`src/sv/qafc_pkg.sv`:
```
// ----------------------------------------------------------------------------
// qafc_pkg
// Types and constants shared by the Q-algorithm frame controller.
// ----------------------------------------------------------------------------
`default_nettype none

package qafc_pkg;

  localparam int unsigned CFG_IDX_W  = 1;
  localparam int unsigned CFG_DATA_W = 8;
  localparam int unsigned EXP_W      = 4;
  localparam int unsigned SLOT_W     = 15;
  localparam int unsigned SIZE_W     = 16;
  localparam int unsigned QLVL_W     = 12;
  localparam int unsigned STEP_W     = 8;

  localparam logic [EXP_W-1:0]  INITIAL_Q_RST = 4'd6;
  localparam logic [STEP_W-1:0] Q_STEP_RST    = 8'd26;

  typedef enum logic [CFG_IDX_W-1:0] {
    CFG_INITIAL_Q = 1'b0,
    CFG_Q_STEP    = 1'b1
  } qafc_cfg_e;

  typedef enum logic {
    OP_START = 1'b0,
    OP_SLOT  = 1'b1
  } qafc_op_e;

  typedef enum logic [1:0] {
    OUTC_IDLE      = 2'd0,
    OUTC_SUCCESS   = 2'd1,
    OUTC_COLLISION = 2'd2
  } qafc_outc_e;

  typedef enum logic [1:0] {
    CMD_NEXT_SLOT  = 2'd0,
    CMD_NEW_FRAME  = 2'd1,
    CMD_ROUND_DONE = 2'd2,
    CMD_NO_ROUND   = 2'd3
  } qafc_cmd_e;

  typedef struct packed {
    logic [EXP_W-1:0]  exponent;
    logic [SLOT_W-1:0] slot;
    logic              coll;
    logic              active;
  } qafc_ctrl_t;

  typedef struct packed {
    logic [EXP_W-1:0]  initial_q;
    logic [STEP_W-1:0] q_step;
  } qafc_cfg_t;

endpackage

`default_nettype wire

```
`src/sv/qafc_req_if.sv`:
```
// ----------------------------------------------------------------------------
// qafc_req_if
// Request channel: operation and slot outcome with valid/ready.
// ----------------------------------------------------------------------------
`default_nettype none

interface qafc_req_if;
  logic       valid;
  logic       ready;
  logic       operation;
  logic [1:0] slot_outcome;

  modport source (output valid, operation, slot_outcome, input ready);
  modport sink (input valid, operation, slot_outcome, output ready);
endinterface

`default_nettype wire

```
`src/sv/qafc_rsp_if.sv`:
```
// ----------------------------------------------------------------------------
// qafc_rsp_if
// Result channel: frame command and controller state with valid/ready.
// ----------------------------------------------------------------------------
`default_nettype none

interface qafc_rsp_if;
  logic        valid;
  logic        ready;
  logic [1:0]  command;
  logic [3:0]  frame_exponent;
  logic [15:0] frame_slots;
  logic [14:0] slot_index;
  logic [11:0] q_level;

  modport source (
    output valid, command, frame_exponent, frame_slots, slot_index, q_level,
    input ready
  );
  modport sink (
    input valid, command, frame_exponent, frame_slots, slot_index, q_level,
    output ready
  );
endinterface

`default_nettype wire

```
`src/sv/qafc_cfg_regs.sv`:
```
// ----------------------------------------------------------------------------
// qafc_cfg_regs
// Configuration registers: initial Q and Q adjustment step.
// ----------------------------------------------------------------------------
`default_nettype none

module qafc_cfg_regs (
  input  wire logic                               clk_i,
  input  wire logic                               rst_ni,
  input  wire logic                               cfg_we_i,
  input  wire logic [qafc_pkg::CFG_IDX_W-1:0]     cfg_idx_i,
  input  wire logic [qafc_pkg::CFG_DATA_W-1:0]    cfg_wdata_i,
  output qafc_pkg::qafc_cfg_t                     cfg_o
);
  import qafc_pkg::*;

  qafc_cfg_t cfg_q;

  always_ff @(posedge clk_i or negedge rst_ni) begin
    if (!rst_ni) begin
      cfg_q.initial_q <= INITIAL_Q_RST;
      cfg_q.q_step    <= Q_STEP_RST;
    end else if (cfg_we_i) begin
      case (qafc_cfg_e'(cfg_idx_i))
        CFG_INITIAL_Q: cfg_q.initial_q <= cfg_wdata_i[EXP_W-1:0];
        CFG_Q_STEP:    cfg_q.q_step    <= cfg_wdata_i[STEP_W-1:0];
        default: ;
      endcase
    end
  end

  assign cfg_o = cfg_q;

endmodule

`default_nettype wire

```
`src/sv/qafc_step.sv`:
```
// ----------------------------------------------------------------------------
// qafc_step
// Next-state logic for one request: Q adjust, clamp, rounding, slot advance.
// ----------------------------------------------------------------------------
`default_nettype none

module qafc_step #(
  parameter int unsigned FRAC_BITS = 8,
  parameter int unsigned Q_MAX     = 15,
  parameter int unsigned QW        = 12
) (
  input  wire logic                    operation_i,
  input  wire logic [1:0]              slot_outcome_i,
  input  wire qafc_pkg::qafc_cfg_t     cfg_i,
  input  wire logic [QW-1:0]           q_i,
  input  wire qafc_pkg::qafc_ctrl_t    ctrl_i,
  output logic [QW-1:0]                q_o,
  output qafc_pkg::qafc_ctrl_t         ctrl_o,
  output qafc_pkg::qafc_cmd_e          cmd_o
);
  import qafc_pkg::*;

  localparam logic [EXP_W-1:0] QMAX_E = EXP_W'(Q_MAX);
  localparam logic [QW:0]      Q_CAP  = (QW+1)'(Q_MAX) << FRAC_BITS;
  localparam logic [QW:0]      Q_HALF = (QW+1)'(1) << (FRAC_BITS - 1);

  logic [EXP_W-1:0]  iq;
  logic              coll;
  logic [SLOT_W-1:0] last;
  logic              at_last;
  logic [QW:0]       step_x;
  logic [QW:0]       q_x;
  logic [QW:0]       q_sum;
  logic [QW:0]       q_adj;
  logic [QW:0]       q_rnd;
  logic [EXP_W-1:0]  e;

  assign iq      = (cfg_i.initial_q > QMAX_E) ? QMAX_E : cfg_i.initial_q;
  assign coll    = ctrl_i.coll || (slot_outcome_i == OUTC_COLLISION);
  assign last    = SLOT_W'((SIZE_W'(1) << ctrl_i.exponent) - SIZE_W'(1));
  assign at_last = (ctrl_i.slot >= last);
  assign step_x  = (QW+1)'(cfg_i.q_step);
  assign q_x     = {1'b0, q_i};
  assign q_sum   = q_x + step_x;

  always_comb begin
    case (slot_outcome_i)
      OUTC_IDLE:      q_adj = (q_x > step_x) ? (q_x - step_x) : '0;
      OUTC_COLLISION: q_adj = (q_sum > Q_CAP) ? Q_CAP : q_sum;
      default:        q_adj = q_x;
    endcase
  end

  assign q_rnd = (q_adj + Q_HALF) >> FRAC_BITS;
  assign e     = (q_rnd > (QW+1)'(Q_MAX)) ? QMAX_E : q_rnd[EXP_W-1:0];

  always_comb begin
    q_o    = q_i;
    ctrl_o = ctrl_i;
    cmd_o  = CMD_NO_ROUND;
    if (operation_i == OP_START) begin
      q_o             = QW'(iq) << FRAC_BITS;
      ctrl_o.exponent = iq;
      ctrl_o.slot     = '0;
      ctrl_o.coll     = 1'b0;
      ctrl_o.active   = 1'b1;
      cmd_o           = CMD_NEW_FRAME;
    end else if (ctrl_i.active) begin
      ctrl_o.coll = coll;
      if (at_last && !coll) begin
        ctrl_o.active = 1'b0;
        ctrl_o.slot   = '0;
        cmd_o         = CMD_ROUND_DONE;
      end else begin
        q_o = q_adj[QW-1:0];
        if ((e != ctrl_i.exponent) || at_last) begin
          ctrl_o.exponent = e;
          ctrl_o.slot     = '0;
          ctrl_o.coll     = 1'b0;
          cmd_o           = CMD_NEW_FRAME;
        end else begin
          ctrl_o.slot = ctrl_i.slot + SLOT_W'(1);
          cmd_o       = CMD_NEXT_SLOT;
        end
      end
    end
  end

endmodule

`default_nettype wire

```
`src/sv/q_algorithm_frame_controller.sv`:
```
// ----------------------------------------------------------------------------
// q_algorithm_frame_controller
// Reader-side Q-algorithm: tracks Q, frame size and slot index per request.
// A result passes the input register, then the result register, before it
// is valid; the result register holds while rsp_o.ready is low.
// Throughput: one request per cycle unless rsp_o.ready stalls; next state is combinational.
// Reset: round inactive, Q, exponent and slot cleared; initial_q 6, q_step 26.
// ----------------------------------------------------------------------------
`default_nettype none

module q_algorithm_frame_controller #(
  parameter int unsigned FRAC_BITS = 8,
  parameter int unsigned Q_MAX     = 15
) (
  input  wire logic                            clk_i,
  input  wire logic                            rst_ni,
  input  wire logic                            cfg_we_i,
  input  wire logic [qafc_pkg::CFG_IDX_W-1:0]  cfg_idx_i,
  input  wire logic [qafc_pkg::CFG_DATA_W-1:0] cfg_wdata_i,
  qafc_req_if.sink                             req_i,
  qafc_rsp_if.source                           rsp_o
);
  import qafc_pkg::*;

  localparam int unsigned QW = EXP_W + FRAC_BITS;

  qafc_cfg_t  cfg;
  logic       in_vld_q;
  logic       op_q;
  logic [1:0] outc_q;
  logic       adv;

  logic [QW-1:0] q_q, q_d;
  qafc_ctrl_t    ctrl_q, ctrl_d;
  qafc_cmd_e     cmd_d;

  logic              out_vld_q;
  qafc_cmd_e         cmd_q;
  logic [EXP_W-1:0]  exp_q;
  logic [SIZE_W-1:0] size_q;
  logic [SLOT_W-1:0] slot_q;
  logic [QLVL_W-1:0] qlvl_q;

  qafc_cfg_regs u_cfg (
    .clk_i      (clk_i),
    .rst_ni     (rst_ni),
    .cfg_we_i   (cfg_we_i),
    .cfg_idx_i  (cfg_idx_i),
    .cfg_wdata_i(cfg_wdata_i),
    .cfg_o      (cfg)
  );

  assign adv         = in_vld_q && (!out_vld_q || rsp_o.ready);
  assign req_i.ready = !in_vld_q || adv;

  always_ff @(posedge clk_i or negedge rst_ni) begin
    if (!rst_ni) begin
      in_vld_q <= 1'b0;
    end else if (req_i.ready) begin
      in_vld_q <= req_i.valid;
    end
  end

  always_ff @(posedge clk_i) begin
    if (req_i.ready && req_i.valid) begin
      op_q   <= req_i.operation;
      outc_q <= req_i.slot_outcome;
    end
  end

  qafc_step #(
    .FRAC_BITS(FRAC_BITS),
    .Q_MAX    (Q_MAX),
    .QW       (QW)
  ) u_step (
    .operation_i   (op_q),
    .slot_outcome_i(outc_q),
    .cfg_i         (cfg),
    .q_i           (q_q),
    .ctrl_i        (ctrl_q),
    .q_o           (q_d),
    .ctrl_o        (ctrl_d),
    .cmd_o         (cmd_d)
  );

  always_ff @(posedge clk_i or negedge rst_ni) begin
    if (!rst_ni) begin
      q_q       <= '0;
      ctrl_q    <= '0;
      out_vld_q <= 1'b0;
    end else begin
      if (adv) begin
        q_q    <= q_d;
        ctrl_q <= ctrl_d;
      end
      if (adv) begin
        out_vld_q <= 1'b1;
      end else if (rsp_o.ready) begin
        out_vld_q <= 1'b0;
      end
    end
  end

  always_ff @(posedge clk_i) begin
    if (adv) begin
      cmd_q  <= cmd_d;
      exp_q  <= ctrl_d.exponent;
      size_q <= SIZE_W'(1) << ctrl_d.exponent;
      slot_q <= ctrl_d.slot;
      qlvl_q <= QLVL_W'(q_d);
    end
  end

  assign rsp_o.valid          = out_vld_q;
  assign rsp_o.command        = cmd_q;
  assign rsp_o.frame_exponent = exp_q;
  assign rsp_o.frame_slots    = size_q;
  assign rsp_o.slot_index     = slot_q;
  assign rsp_o.q_level        = qlvl_q;

endmodule

`default_nettype wire
```
`src/flat_wrapper.sv`:
```
// flat-port wrapper written by rule: the top's interface ports become plain ports
module q_algorithm_frame_controller_flat import qafc_pkg::*;
#(
  parameter int unsigned FRAC_BITS = 8,
  parameter int unsigned Q_MAX     = 15
)
  (clk_i, rst_ni, cfg_we_i, cfg_idx_i, cfg_wdata_i, req_i_valid, req_i_operation, req_i_slot_outcome, req_i_ready, rsp_o_valid, rsp_o_command, rsp_o_frame_exponent, rsp_o_frame_slots, rsp_o_slot_index, rsp_o_q_level, rsp_o_ready);
  qafc_req_if req_i_i ();
  qafc_rsp_if rsp_o_i ();
  input  wire logic clk_i;
  input  wire logic rst_ni;
  input  wire logic cfg_we_i;
  input  wire logic [qafc_pkg::CFG_IDX_W-1:0] cfg_idx_i;
  input  wire logic [qafc_pkg::CFG_DATA_W-1:0] cfg_wdata_i;
  input wire logic [$bits(req_i_i.valid)-1:0] req_i_valid;
  input wire logic [$bits(req_i_i.operation)-1:0] req_i_operation;
  input wire logic [$bits(req_i_i.slot_outcome)-1:0] req_i_slot_outcome;
  output wire logic [$bits(req_i_i.ready)-1:0] req_i_ready;
  output wire logic [$bits(rsp_o_i.valid)-1:0] rsp_o_valid;
  output wire logic [$bits(rsp_o_i.command)-1:0] rsp_o_command;
  output wire logic [$bits(rsp_o_i.frame_exponent)-1:0] rsp_o_frame_exponent;
  output wire logic [$bits(rsp_o_i.frame_slots)-1:0] rsp_o_frame_slots;
  output wire logic [$bits(rsp_o_i.slot_index)-1:0] rsp_o_slot_index;
  output wire logic [$bits(rsp_o_i.q_level)-1:0] rsp_o_q_level;
  input wire logic [$bits(rsp_o_i.ready)-1:0] rsp_o_ready;
  assign req_i_i.valid = req_i_valid;
  assign req_i_i.operation = req_i_operation;
  assign req_i_i.slot_outcome = req_i_slot_outcome;
  assign req_i_ready = req_i_i.ready;
  assign rsp_o_valid = rsp_o_i.valid;
  assign rsp_o_command = rsp_o_i.command;
  assign rsp_o_frame_exponent = rsp_o_i.frame_exponent;
  assign rsp_o_frame_slots = rsp_o_i.frame_slots;
  assign rsp_o_slot_index = rsp_o_i.slot_index;
  assign rsp_o_q_level = rsp_o_i.q_level;
  assign rsp_o_i.ready = rsp_o_ready;
  q_algorithm_frame_controller #(.FRAC_BITS(FRAC_BITS), .Q_MAX(Q_MAX)) u_core (.clk_i(clk_i), .rst_ni(rst_ni), .cfg_we_i(cfg_we_i), .cfg_idx_i(cfg_idx_i), .cfg_wdata_i(cfg_wdata_i), .req_i(req_i_i), .rsp_o(rsp_o_i));
endmodule
```
`config.mk`:
```
export PLATFORM = sky130hd
export DESIGN_NAME = q_algorithm_frame_controller_flat
export DESIGN_NICKNAME = d
export VERILOG_FILES = /design/src/sv/qafc_pkg.sv /design/src/sv/qafc_req_if.sv /design/src/sv/qafc_rsp_if.sv /design/src/sv/qafc_cfg_regs.sv /design/src/sv/qafc_step.sv /design/src/sv/q_algorithm_frame_controller.sv /design/src/flat_wrapper.sv
export SDC_FILE = /design/constraint.sdc
export NUM_CORES = 1
export LEC_CHECK = 0
export ABC_AREA = 1
export BUFFER_PORTS_ARGS = -buffer_cell sky130_fd_sc_hd__buf_2
export CORE_MARGIN = 2
export CORE_UTILIZATION = 44
export CTS_CLUSTER_SIZE = 28
export DETAILED_ROUTE_END_ITERATION = 8
export PLACE_DENSITY_LB_ADDON = 0.1
export SYNTH_ARGS = -nofsm -noshare
export SYNTH_HDL_FRONTEND = slang
export SYNTH_SLANG_ARGS = --single-unit
```
`constraint.sdc`:
```
create_clock -name clk_i -period 9.15 [get_ports clk_i]
set_input_delay 0.4575 -clock clk_i [delete_from_list [all_inputs] [get_ports clk_i]]
set_output_delay 0.4575 -clock clk_i [all_outputs]
set_load 0.1 [all_outputs]
```
## Word-level counts from Yosys, hierarchy flattened

Index checks and enable logic that the tools add are counted.

| operators by class | value |
|---|---|
| add/sub/neg operators | 5 |
| magnitude comparators | 5 |
| equal/unequal tests | 3 |
| shift operators | 2 |
| mux-type cells | 22 |
| bitwise logic cells | 1 |
| reductions and logical operators | 16 |

Operators by type and width:

| cell | number |
|---|---|
| $mux 21 | 2 |
| $mux 12 | 3 |
| $mux 15 | 2 |
| $mux 13 | 2 |
| $pmux 13 s2 | 1 |
| $mux 4 | 4 |
| $shl 1x4->16 const A | 1 |
| $add 15x1->15 const B | 1 |
| $ge 15x15->1 | 1 |
| $shl 1x4->15 const A | 1 |
| $sub 15x2->15 const B | 1 |
| $add 12x8->13 | 1 |
| $add 13x8->13 const B | 1 |
| $gt 13x12->1 const B | 1 |
| $sub 12x8->13 | 1 |
| $gt 12x8->1 | 1 |
| $reduce_and 2->1 | 4 |
| $mux 1 | 6 |
| $gt 5x4->1 const B | 1 |
| $gt 4x4->1 const B | 1 |
| $logic_or 1x1->1 | 4 |
| $mux 2 | 2 |
| $ne 4x4->1 | 1 |
| $logic_and 1x1->1 | 3 |
| other kinds (6) | 8 |

| word-level totals | value |
|---|---|
| bits in registers | 99 |
| logic and storage cells | 71 |

## Longest topological paths before layout

| depth | value |
|---|---|
| depth in word-level cells | 14 |
| mapped depth | 31 |
| depth with buffers taken out | 30 |

## Cells and area by module

A second synthesis with hierarchy kept.

| unflattened totals | value |
|---|---|
| cells, all modules | 910 |
| area, all modules | 7138.1 sq um |

Modules (own cells, without submodules):

| module | instances | cells an instance | area an instance (sq um) |
|---|---|---|---|
| qafc_step | 1 | 623 | 3513.4 |
| q_algorithm_frame_controller | 1 | 234 | 3138.0 |
| qafc_cfg_regs | 1 | 53 | 486.7 |

## Worst setup path after synthesis

Ideal clock, no wire load.

| timing path | value |
|---|---|
| kind | reg-to-reg |
| start | register u_core.ctrl_q[19] (netlist name) |
| end | register u_core.slot_q[7] (netlist: u_core.rsp_o.slot_index[7]), data pin |
| data arrival time | 3.306 ns |
| path slack | 5.581 ns |
| stages on the path, launching flop included | 21 |
| period minus slack after synthesis | 3.569 ns |
| path through | dfrtp_1 -> clkbuf_1 -> nor2_1 -> nand2_1 -> ha_1 -> o21ai_1 -> nor3_1 -> xor2_1 -> ha_1 -> inv_1 -> o31ai_1 -> a21oi_1 -> o21bai_1 -> nand2_1 -> inv_1 -> nor2_1 -> nand2_1 -> clkbuf_1 -> nor3_1 -> nand3_1 -> o21ai_1 |

RTL lines:

| what | line | text |
|---|---|---|
| start: declaration | q_algorithm_frame_controller.sv:34 | `qafc_ctrl_t ctrl_q, ctrl_d;` |
| start signal: assignment | q_algorithm_frame_controller.sv:94 | `ctrl_q <= ctrl_d;` |
| end signal: assignment | q_algorithm_frame_controller.sv:109 | `slot_q <= ctrl_d.slot;` |
| end: declaration | q_algorithm_frame_controller.sv:41 | `logic [SLOT_W-1:0] slot_q;` |

## Final worst setup path

| timing path | value |
|---|---|
| start | register u_core.u_cfg.cfg_q (netlist bit u_core.u_cfg.cfg_o[4]) |
| end | register u_core.cmd_q[0] (netlist: u_core.rsp_o.command[0]), data pin |

| on the way | value |
|---|---|
| cells in the longest elaborated chain, start to end | 11 |

RTL lines:

| what | line | text |
|---|---|---|
| start: declaration | qafc_cfg_regs.sv:17 | `qafc_cfg_t cfg_q;` |
| $add 12x8->13 | qafc_step.sv:44 | `assign q_sum = q_x + step_x;` |
| $gt 13x12->1 | qafc_step.sv:49 | `OUTC_COLLISION: q_adj = (q_sum > Q_CAP) ? Q_CAP : q_sum;` |
| $mux 13 | qafc_step.sv:49 |  |
| $pmux 13 s2 * | qafc_step.sv:47 | `case (slot_outcome_i)` |
| $add 13x8->13 * | qafc_step.sv:54 | `assign q_rnd = (q_adj + Q_HALF) >> FRAC_BITS;` |
| $gt 5x4->1 | qafc_step.sv:55 | `assign e = (q_rnd > (QW+1)'(Q_MAX)) ? QMAX_E : q_rnd[EXP_W-1:0];` |
| $mux 4 * | qafc_step.sv:55 |  |
| $ne 4x4->1 * | qafc_step.sv:76 | `if ((e != ctrl_i.exponent) \|\| at_last) begin` |
| $logic_or 1x1->1 * | qafc_step.sv:76 |  |
| $mux 1 * | qafc_step.sv:76 |  |
| $mux 2 * | qafc_step.sv:70 | `if (at_last && !coll) begin` |
| end signal: assignment | q_algorithm_frame_controller.sv:106 | `cmd_q <= cmd_d;` |
| end: declaration | q_algorithm_frame_controller.sv:38 | `qafc_cmd_e cmd_q;` |

Every way passes the cells marked *; elsewhere a longest branch is shown, timed or not.
A chain may end at the register's enable or synchronous reset.

==> results_dict.tcl <==
set metrics [dict create \
    syn_nets 916 \
    post-route-period-util_pct 48.8 \
    worstSetupPathType "reg -> reg" \
    setup_viol 0 \
    hold_viol 0 \
    drtPass1Iterations 5 \
    synthToLayoutAreaGrowth_pct 10.9 \
    layout_commonest_cell "nand2_1" \
    clkTransAtPathRegs_ps 80 \
    ys_ff_latch 99 \
    drive_gt1_share_pct 14.5 \
    ir_drop_v 0.000135 \
    routed_wl_um 17200 \
    port_buffers 67 \
    max-cap-violations 0 \
    cts_sinks 99 \
    slowest_delay_ps 700 \
    nets 968 \
    clockRootBuffer "clkbuf_16" \
    vias 5873 \
    worst_path_most_repeated_cell "nand2_1" \
    synth_area_leaders "edfxtp_1, dfrtp_1, nand2_1, ha_1, inv_1" \
    rsz0062_at_grt "no" \
    run_status "complete, no violations" \
    r2r_cells 27 \
    tns_ps 0 \
    max-slew-margin-rel_pct 34.6 \
    cts_tree "built" \
    power_density_nw_per_um2 313 \
    fmax_mhz 224 \
    synthCells 863 \
    viasPerCell 5.30 \
    detail_route.drc_violations 0 \
    io_pins 68 \
    hold_ws_ps 191 \
    num_rows 45 \
    ctsHtreeMaxLevel 3 \
    final_cell_mix "nand2_1, inv_1, nor2_1" \
    maxSlewViolCount 0 \
    finClkSkew_ps 12.5 \
    drtIter0Drc 525 \
    startpoint_type "flip-flop" \
    synth_cell_types 54 \
    post_drt_wl_per_cell_um 15.6 \
    cts_made_buffers 9 \
    ys_async_sr_fraction_pct 47.5 \
    clk_path_buf_depth 2 \
    cts_resized 0 \
    antenna_left 0 \
    post-cts-setup-buffers 0 \
    ys_warn_count 0 \
    slowest_stage "inv_1" \
    grt_pass1_wl_um 28200 \
    hold_class "in -> async" \
    timing.final.ws_setup_ps 4690 \
    regToRegStartpoint "u_core.u_cfg.cfg_o[4]" \
    clock_latency_ps 360 \
    n_fill_cell 1472 \
    gr-total-overflow 0 \
    hpwl_um 12800 \
    leakagePower_uw 0.00361 \
    syn_area_per_cell_um2 7.75 \
    r2r_setup_slack_ps 4690 \
    fin_crit_ps 4460 \
    diodes 0 \
    die_w_um 127 \
    grt_use_total_pct 22.0 \
    cp.arrival_ps 4550 \
    tightest_slew_ps 980 \
    die-area_um2 16200 \
    start_util_pct 44.5 \
    cts_hold_buf 0 \
    grt_start_max_net_pins 81 \
    crit_path_end_kind "flip-flop" \
    grt_pass1_vias 5453 \
    required_ps 9230 \
    core_um2 15000 \
    synth-edff-count 52 \
    die_y_um 127 \
    synth.top_cell.area_share_pct 23.4 \
    crit_family "simple AND/OR/NAND/NOR gates" \
    path_buf_inv 5 \
    yosysTopAreaCell "edfxtp_1" \
    r2r-end "u_core.rsp_o.command[0]" \
    yosysSeqAreaShare_pct 41.0 \
    grt_antenna_before_repair 0 \
    syn_area_um2 6690 \
    crit_fanout 31 \
    gp_congestion 0.904 \
    pre_cts_slack_ps 4760 \
    synth_flop_cell "edfxtp_1" \
]
## state kept, by name, indices dropped and copies added, names as in the netlist
name                         cells
u_core.rsp_o.slot_index         15
u_core.rsp_o.command             2
u_core.op_q                      1
u_core.rsp_o.valid               1
u_core.q_q                      12
u_core.in_vld_q                  1
u_core.rsp_o.frame_slots        16
u_core.outc_q                    2
u_core.rsp_o.q_level            12
u_core.ctrl_q                   21
u_core.u_cfg.cfg_o              12
u_core.rsp_o.frame_exponent      4
## layout make-up
class	instances	area (um2)	area share, %
inverters	108	412	5.55
multi-input cells	628	3360	45.3
flip-flops and latches	99	2740	37.0
clock inverters	7	87.6	1.18
clock buffers	9	225	3.04
well taps	188	235	3.17
repair buffers	69	350	4.73
## per-stage QoR
step | cells | cell area (um2) | total power, uW | utilization [%]
6_report | 1108 | 7410 | 2320 | 49.3
5_1_grt | 1108 | 7410 | 2490 | 49.3
4_1_cts | 1108 | 7410 | 2330 | 49.3
3_5_place_dp | 1092 | 7100 | 1910 | 47.2
3_3_place_gp | 1092 | 7100 | 1910 | 47.2
2_1_floorplan | 863 | 6690 | 1690 | -
## cell usage after synthesis, drive strengths merged (2+ instances only)
master,count
nand4,27
o22ai,5
o31ai,3
a22oi,2
dfrtp,42
nor3b,4
nand2,257
or2,2
xnor2,3
a21oi,32
o21bai,4
nor2,80
fa,2
nand3b,2
nor3,17
inv,105
buf,16
o21ai,45
a21boi,2
xor2,16
clkinv,3
ha,34
o221ai,3
nor4,2
edfxtp,52
dfstp,5
a31oi,3
clkbuf,12
nand3,76
o211ai,2
## how the worst max path moves through the flow
stage                          start  cells past startpoint  slack, ps                           to
3_3_place_gp   u_core.u_cfg.cfg_o[1]                     24       4800      u_core.rsp_o.command[0]
4_1_cts            u_core.ctrl_q[19]                     19       4740  u_core.rsp_o.slot_index[12]
2_1_floorplan      u_core.ctrl_q[19]                     20       5580   u_core.rsp_o.slot_index[7]
6_report       u_core.u_cfg.cfg_o[4]                     27       4690      u_core.rsp_o.command[0]
3_5_place_dp   u_core.u_cfg.cfg_o[1]                     24       4760      u_core.rsp_o.command[0]
5_1_grt        u_core.u_cfg.cfg_o[4]                     27       4230      u_core.rsp_o.command[0]
## routing by layer
| layer | track usage [%] | vias to the layer above | part of all wire [%] |
|---|---|---|---|
| met5 | 0 | - | 0 |
| li1 | - | 2955 | - |
| met3 | 3.48 | 25 | 5.3 |
| met1 | 32.5 | 2699 | 49 |
| met2 | 33.2 | 194 | 43 |
| met4 | 6.98 | 0 | 1.8 |
## power breakdown
part	total (uW)	internal, uW	switching (uW)
Combinational	1270	308	962
Clock	415	220	195
Sequential	638	564	74.0
Total	2320	1090	1230
## logic make-up (layout without fill, tap and decap cells)
group,after synthesis,count (layout),synth area share [%]
buffers and inverters,136,193,8.72
flip-flops,99,99,41.0
adder cells (fa/ha/maj),36,36,6.96
XOR/XNOR,19,19,2.49
AND/OR/NAND/NOR,468,468,31.4
AO/OA/AOI/OAI,105,105,9.38
Power figures use the tool's default switching activity.
